## src/hdl/pressed_key_set_tracker_defines.svh

```systemverilog
// ----------------------------------------------------------------------------
// Assertion macros for the pressed key set tracker
// Shared property wrappers; they expect clk and rst_n in scope.
// ----------------------------------------------------------------------------
`ifndef PRESSED_KEY_SET_TRACKER_DEFINES_SVH
`define PRESSED_KEY_SET_TRACKER_DEFINES_SVH

// same-cycle implication
`define PKST_ASSERT_NOW(label, ante, cons, msg) \
    label: assert property (@(posedge clk) disable iff (!rst_n) (ante) |-> (cons)) \
        else $error(msg);

// next-cycle implication
`define PKST_ASSERT_NEXT(label, ante, cons, msg) \
    label: assert property (@(posedge clk) disable iff (!rst_n) (ante) |=> (cons)) \
        else $error(msg);

`endif

```

## src/hdl/pkst_pkg.sv

```systemverilog
// ----------------------------------------------------------------------------
// pkst_pkg
// Shared constants and link types for the held key list.
// ----------------------------------------------------------------------------
package pkst_pkg;

    localparam int KEY_SLOTS = 16;
    localparam int CODE_W    = 7;
    localparam int CNT_W     = $clog2(KEY_SLOTS + 1);
    localparam int COUNT_W   = 5;

    // token that walks down the chain, with the match-seen flag
    typedef struct packed {
        logic tok;
        logic fnd;
    } link_t;

    // values broadcast to every cell
    typedef struct packed {
        logic [CODE_W-1:0] code;
        logic [CNT_W-1:0]  total;
        logic              append;
        logic              release_op;
    } bcast_t;

endpackage

```

## src/hdl/pkst_cell.sv

```systemverilog
// ----------------------------------------------------------------------------
// pkst_cell
// One slot of the held key list: compares when the token passes and, on a
// release, pulls the upper neighbor's key down once an earlier slot matched.
// ----------------------------------------------------------------------------
module pkst_cell (
    input  logic                         clk,
    input  logic                         rst_n,
    input  logic [pkst_pkg::CNT_W-1:0]   slot_idx,
    input  pkst_pkg::bcast_t             bcast,
    input  pkst_pkg::link_t              lnk_in,
    output pkst_pkg::link_t              lnk_out,
    input  logic [pkst_pkg::CODE_W-1:0]  up_key,
    input  logic                         up_pull,
    output logic [pkst_pkg::CODE_W-1:0]  key,
    output logic                         pull
);
    import pkst_pkg::*;

    logic              tok_reg;
    logic              fnd_reg;
    logic [CODE_W-1:0] key_reg;
    logic              slot_valid;
    logic              match;

    assign slot_valid = (slot_idx < bcast.total);
    assign match      = tok_reg && slot_valid && (key_reg == bcast.code);

    assign lnk_out.tok = tok_reg;
    assign lnk_out.fnd = fnd_reg | match;
    assign pull        = tok_reg & fnd_reg & bcast.release_op;
    assign key         = key_reg;

    always_ff @(posedge clk or negedge rst_n)
    begin
        if (!rst_n)
        begin
            tok_reg <= 1'b0;
            fnd_reg <= 1'b0;
        end
        else
        begin
            tok_reg <= lnk_in.tok;
            fnd_reg <= lnk_in.fnd;
        end
    end

    // the upper slot hands its key down after a deletion point; an append writes the code into slot total
    always_ff @(posedge clk)
    begin
        if (up_pull)
            key_reg <= up_key;
        else if (bcast.append && (slot_idx == bcast.total))
            key_reg <= bcast.code;
    end

endmodule

```

## src/hdl/pressed_key_set_tracker.sv

```systemverilog
// ----------------------------------------------------------------------------
// pressed_key_set_tracker
// Ordered list of held keys built from scancode bytes, one slot per cell.
// ----------------------------------------------------------------------------
//  channel   ports                                     direction
//  request   start, scan_byte (busy is out)            in
//  result    done, key_code .. click_byte              out
//  config    click_wr, click_data                      in
//
// A request walks a token down the KEY_SLOTS cells, one cell per cycle; done
// is registered from the token leaving the last cell, and busy drops as done
// rises, so the next request can be taken at the edge that ends the done
// cycle; no new request is taken while a token is in the chain.
// Reset clears the count, the click value and all control; slot contents are
// only read below the count. The receiver cannot stall.
// ----------------------------------------------------------------------------
`include "pressed_key_set_tracker_defines.svh"

module pressed_key_set_tracker (
    input  logic       clk,
    input  logic       rst_n,
    input  logic       start,
    output logic       busy,
    input  logic [7:0] scan_byte,
    input  logic       click_wr,
    input  logic [7:0] click_data,
    output logic       done,
    output logic [6:0] key_code,
    output logic       is_press,
    output logic       key_added,
    output logic       already_held,
    output logic       key_removed,
    output logic       release_missing,
    output logic       list_full_drop,
    output logic [4:0] held_count,
    output logic       click_send,
    output logic [7:0] click_byte
);
    import pkst_pkg::*;

    logic              busy_reg;
    logic [CODE_W-1:0] code_reg;
    logic              press_reg;
    logic [CNT_W-1:0]  total_reg;
    logic [CNT_W-1:0]  total_next;
    logic [7:0]        click_reg;

    logic              accept;
    logic              fin;
    logic              found;
    logic              new_press;
    logic              has_room;

    logic              done_reg;
    logic [6:0]        key_code_reg;
    logic              is_press_reg;
    logic              added_reg, added_next;
    logic              held_reg, held_next;
    logic              removed_reg, removed_next;
    logic              missing_reg, missing_next;
    logic              dropped_reg, dropped_next;
    logic              send_reg, send_next;
    logic [CNT_W+COUNT_W-1:0] count_ext;
    logic [4:0]        outcome_vec;

    bcast_t            bcast;
    link_t             lnk  [KEY_SLOTS+1];
    logic [CODE_W-1:0] keys [KEY_SLOTS+1];
    logic              pulls[KEY_SLOTS+1];
    logic [KEY_SLOTS-1:0] tok_vec;

    assign accept = start && !busy_reg;
    assign busy   = busy_reg;

    assign lnk[0].tok     = accept;
    assign lnk[0].fnd     = 1'b0;
    assign keys[KEY_SLOTS]  = '0;
    assign pulls[KEY_SLOTS] = 1'b0;

    assign fin       = lnk[KEY_SLOTS].tok;
    assign found     = lnk[KEY_SLOTS].fnd;
    assign has_room  = (total_reg < CNT_W'(KEY_SLOTS));
    assign new_press = press_reg && (code_reg != '0) && !found;

    assign bcast.code       = code_reg;
    assign bcast.total      = total_reg;
    assign bcast.append     = fin && new_press && has_room;
    assign bcast.release_op = !press_reg;

    genvar gi;
    generate
        for (gi = 0; gi < KEY_SLOTS; gi++)
        begin : g_cell
            pkst_cell u_cell (
                .clk      (clk),
                .rst_n    (rst_n),
                .slot_idx (CNT_W'(gi)),
                .bcast    (bcast),
                .lnk_in   (lnk[gi]),
                .lnk_out  (lnk[gi+1]),
                .up_key   (keys[gi+1]),
                .up_pull  (pulls[gi+1]),
                .key      (keys[gi]),
                .pull     (pulls[gi])
            );
            assign tok_vec[gi] = lnk[gi+1].tok;
        end
    endgenerate

    always_comb
    begin
        added_next   = 1'b0;
        held_next    = 1'b0;
        removed_next = 1'b0;
        missing_next = 1'b0;
        dropped_next = 1'b0;
        send_next    = 1'b0;
        total_next   = total_reg;
        if (press_reg)
        begin
            if (code_reg != '0)
            begin
                if (found)
                    held_next = 1'b1;
                else
                begin
                    if (has_room)
                    begin
                        added_next = 1'b1;
                        total_next = total_reg + 1'b1;
                    end
                    else
                        dropped_next = 1'b1;
                    send_next = (click_reg != 8'h00);
                end
            end
        end
        else if (found)
        begin
            removed_next = 1'b1;
            total_next   = total_reg - 1'b1;
        end
        else
            missing_next = 1'b1;
    end

    always_ff @(posedge clk or negedge rst_n)
    begin
        if (!rst_n)
        begin
            busy_reg  <= 1'b0;
            done_reg  <= 1'b0;
            total_reg <= '0;
            click_reg <= 8'h00;
        end
        else
        begin
            if (click_wr)
                click_reg <= click_data;
            if (accept)
                busy_reg <= 1'b1;
            else if (fin)
                busy_reg <= 1'b0;
            done_reg <= fin;
            if (fin)
                total_reg <= total_next;
        end
    end

    always_ff @(posedge clk)
    begin
        if (accept)
        begin
            code_reg  <= scan_byte[6:0];
            press_reg <= !scan_byte[7];
        end
        if (fin)
        begin
            key_code_reg <= code_reg;
            is_press_reg <= press_reg;
            added_reg    <= added_next;
            held_reg     <= held_next;
            removed_reg  <= removed_next;
            missing_reg  <= missing_next;
            dropped_reg  <= dropped_next;
            send_reg     <= send_next;
        end
    end

    assign count_ext = {{COUNT_W{1'b0}}, total_reg};

    assign done            = done_reg;
    assign key_code        = key_code_reg;
    assign is_press        = is_press_reg;
    assign key_added       = added_reg;
    assign already_held    = held_reg;
    assign key_removed     = removed_reg;
    assign release_missing = missing_reg;
    assign list_full_drop  = dropped_reg;
    assign held_count      = count_ext[COUNT_W-1:0];
    assign click_send      = send_reg;
    assign click_byte      = send_reg ? click_reg : 8'h00;

    assign outcome_vec = {added_reg, held_reg, removed_reg, missing_reg, dropped_reg};

    `PKST_ASSERT_NOW(a_one_token, 1'b1, $onehot0(tok_vec), "more than one token in the chain")
    `PKST_ASSERT_NOW(a_count_range, 1'b1, total_reg <= CNT_W'(KEY_SLOTS), "held count overflow")
    `PKST_ASSERT_NOW(a_one_outcome, done_reg, $onehot0(outcome_vec), "conflicting outcome flags")
    `PKST_ASSERT_NEXT(a_busy_after_accept, accept, busy_reg, "request accepted but not busy")
    `PKST_ASSERT_NEXT(a_single_strobe, done_reg, !done_reg, "result strobe longer than one cycle")

endmodule

```

## config.mk

```make
export PLATFORM = sky130hd
export DESIGN_NAME = pressed_key_set_tracker
export DESIGN_NICKNAME = d
export VERILOG_FILES = /design/src/hdl/pkst_pkg.sv /design/src/hdl/pkst_cell.sv /design/src/hdl/pressed_key_set_tracker.sv
export VERILOG_INCLUDE_DIRS = /design/src /design/src/hdl
export SDC_FILE = /design/constraint.sdc
export NUM_CORES = 1
export LEC_CHECK = 0
export ABC_AREA = 1
export BUFFER_PORTS_ARGS = -buffer_cell sky130_fd_sc_hd__buf_4
export CORE_MARGIN = 3
export CORE_UTILIZATION = 40
export DETAILED_ROUTE_END_ITERATION = 12
export GPL_ROUTABILITY_DRIVEN = 0
export GPL_TIMING_DRIVEN = 0
export REMOVE_ABC_BUFFERS = 1
export SYNTH_ARGS = -nofsm -noshare
export SYNTH_HDL_FRONTEND = slang
export SYNTH_SLANG_ARGS = --single-unit
```

## constraint.sdc

```tcl
create_clock -name clk -period 3.71 [get_ports clk]
set_clock_uncertainty 0.05 [all_clocks]
set_input_delay 0.371 -clock clk [delete_from_list [all_inputs] [get_ports clk]]
set_output_delay 0.371 -clock clk [all_outputs]
set_load 0.005 [all_outputs]
```

==> summary.txt <==
Run status
  • Status: completed

Timing
  • Hold Vio Cnt, Final: 0
  • Time the worst path needs with I/O delays and setup: 3.36 ns
  • Total Negative Setup Slacks: 0 ns
  • Pins Over Slew Limit: 0
  • Endpoints failing setup: 0
  • Final Cycle Share: 90.5%
  • RSZ-0062 raised after global routing: no
  • Worst Max-Slew Pin Slew: 1.31 ns
  • Achievable Freq: 298 MHz
  • Max_slew headroom: 12.6%

Min path
  • Hold Path Class: input pin to register

Synthesis
  • Unique masters post-synth: 37
  • Async set or reset register ratio after synthesis: 25.6%
  • Proportion of synthesized area in mux cells: 1.01%
  • Warnings, synthesis: 0
  • Dominant cell type by area after synthesis: edfxtp_1
  • Sequential element share of the synthesized area: 58.0%
  • Register bit count reported by yosys: 180
  • Compound-gate portion of the synthesized area: 11.5%
  • Most area-consuming cells after synthesis: edfxtp_1 (45%), dfrtp_1 (13%), nand2_1 (6.8%)
  • Synthesized instance count: 919
  • Cell area after synthesis: 8920 sq um
  • Fraction of synthesized cell area in xor and xnor cells: 5.40%
  • Area share of the leading cell type in the synthesized netlist: 45.1%
  • Combinational family with the most area after synthesis: simple AND/OR/NAND/NOR gates
  • Area fraction in and, or, nand and nor cells after synthesis: 16.2%
  • Number of flops mapped to enable cells by yosys: 134
  • Mean instance size in the synthesized netlist: 9.71 sq um
  • Adder and majority gate portion of the synthesized area: 0.701%
  • Most used flip-flop cell after synthesis: edfxtp_1

Setup path
  • Data required time at the worst endpoint: 3.75 ns
  • Standard cell with the maximum stage delay on the critical path: edfxtp_1
  • Data arrival time of the worst path: 3.39 ns
  • Worst Setup End Kind: register
  • Crit-path max cell delay: 0.91 ns
  • Sequence of cells on the critical path: inv_2 > nand2_1 > nand3_1 > nor2_1 > nand2_2 > nand4_4 > o21ai_2
  • Largest fanout on the critical path: 26
  • Critical path start-end classification: register to register
  • Cell family contributing the most delay on the critical path: flip-flops
  • CP Launch Type: register
  • CP Buf/Inv Count: 1

Route
  • Routed length per placed instance: 18.9 um
  • Iteration-0 DRC Markers: 504
  • Avg Vias per Cell: 5.34
  • Overall routed net length: 23.3 mm
  • Count of TritonRoute iterations in the first routing pass: 5
  • Final antenna-violating net count: 0
  • Via count: 6581
  • DRC errors left: 0

Finish
  • Relative area change from synthesis to final layout: 13.1%
  • Number of nets in the layout: 964
  • Highest-count cells in the layout ignoring fill and taps: nand2_1 (162), edfxtp_1 (134), nor2_1 (90), inv_1 (84), a21oi_1 (64)
  • Antenna diode count: 0
  • Most frequent standard cell in the layout excluding fill and tap cells: nand2_1
  • Fraction of layout instances using a drive strength above 1: 13.7%
  • Number of flip-flops under the largest register name: 112

Floorplanning
  • Placeable core region: 21900 sq um
  • Core Rows: 54
  • Number of placed I/O pins: 49
  • Chip width: 155 um
  • Die height: 155 um
  • Initial Util: 40.8%
  • Area enclosed by the die boundary: 24100 sq um

Global route
  • Initial antenna violation count: 0
  • Vias in the first global route: 6370
  • Largest net degree at the start of global routing: 47
  • First-pass GRT wire length: 36.2 mm
  • Grt ovf: 0
  • Overall routing resource usage: 19.6%

Clock network
  • Clock Tree Buf Depth: 2
  • H-tree levels: 4
  • Clk_lat worst skew: 0.44 ns
  • Root Driver: clkbuf_16
  • CTS clock-pin slew for the worst setup and hold paths: 0.08 ns
  • Total clock buffers created by CTS: 17
  • Clock tree from TritonCTS: yes
  • Clock Sink Count: 180

Pwr
  • Total power of the final layout: 4.04 mW
  • Power density of the placed cells: 401 nW/um^2
  • Static Leakage: 4.19 nW
  • Peak supply drop: 0.308 mV

Job
  • # Max-Cap Violations: 0

Placement
  • Half-perimeter wire length of the detailed placement result: 13.9 mm
  • Buffers on Ports: 48
==> worst reg2reg max path, cell delays in order (launching register included) <==
cell	delay, ns
edfxtp_1	0.91
inv_2	0.67
nand2_1	0.11
nand3_1	0.10
nor2_1	0.06
nand2_2	0.10
nand4_4	0.42
o21ai_2	0.57
==> cells in the mapped netlist, types with 4 or more instances <==
master and instances:
inv_2 9, o2111ai_1 5, buf_4 9, o21ai_2 9
clkbuf_1 12, mux2_2 8, nand4_1 15, nand2_2 4
ha_1 5, inv_1 84, nor4_1 9, a21oi_1 64
o22ai_1 26, o21ai_1 12, edfxtp_1 134, nand2_1 162
buf_2 34, o21ai_0 54, o21bai_1 6, dfrtp_1 46
xnor2_1 23, nor3_1 10, nor2_1 90, xor2_1 32
nand3_1 43
==> path summary, 6_finish.rpt <==
| check | from | to | slack, ns | depth (start not counted) |
|---|---|---|---|---|
| max | code_reg[3] | g_cell[11].u_cell.key[5] | 0.35 | 7 |
| min | scan_byte[3] | code_reg[3] | 0.05 | 1 |
| max reg2reg | code_reg[3] | g_cell[11].u_cell.key[5] | 0.35 | 7 |
| min reg2reg | g_cell[0].u_cell.tok_reg | g_cell[1].u_cell.tok_reg | 0.34 | 0 |
| max in group asynchronous | rst_n | g_cell[10].u_cell.tok_reg | 2.71 | 2 |
| min in group asynchronous | rst_n | click_reg[3] | 0.45 | 2 |
==> stage by stage <==
stage                     setup WS [ns]  hold WS (ns)  std cells  utilization, %  instance area [sq um]
after floorplan                   0.676        0.0254        863               -                   8630
after detailed placement         -0.794         0.316       1191            42.7                   9350
final                             0.351        0.0512       1232            46.1                  10100
after CTS                         0.358        0.0320       1232            46.1                  10100
after global placement           -0.771         0.311       1191            42.7                   9350
after global routing              0.197        0.0329       1232            46.1                  10100
==> timing repair <==
item                                    4_1_cts  5_1_grt
setup buffers                                 8        0
hold endpoints to repair                     46        0
hold buffers                                  1        0
endpoints found under the setup margin      112        0
gates resized for setup                       9        0
==> cell families after synthesis <==
kind of cell               count (synthesis)
adders and majority gates                  5
xor gates and xnor gates                  55
buffers and inverters                    150
and+or+nand+nor                          339
DFF                                      180
muxes                                      8
AOI/OAI and AO/OA                        182
==> per-layer routing <==
layer  share of wire [%]  global-route usage [%]  up-vias  wire (um)
li1                    -                       -     3166          -
met2                  47                    31.5      250      11000
met1                  44                    27.0     3135      10200
met3                 7.0                    4.09       30       1630
met4                 2.1                    5.75        0        478
met5                   0                       0        -          0
==> layout make-up <==
cell class                 instances  area (sq um)
clock inverter                    15           176
clock buffer                      17           425
inverter                          94           355
multi-input combinational        589          3140
fill                            2079         11800
sequential                       180          5170
tap                              280           350
timing repair buffer              57           464
==> report_power, final <==
group | leakage (nW) | internal, mW | switching, mW
combinational | 2.08 | 0.0280 | 0.0215
clock | 0.298 | 0.922 | 0.916
sequential | 1.82 | 2.15 | 0.00637
total | 4.19 | 3.10 | 0.943
No activity file was read; power rests on OpenSTA's default activity.
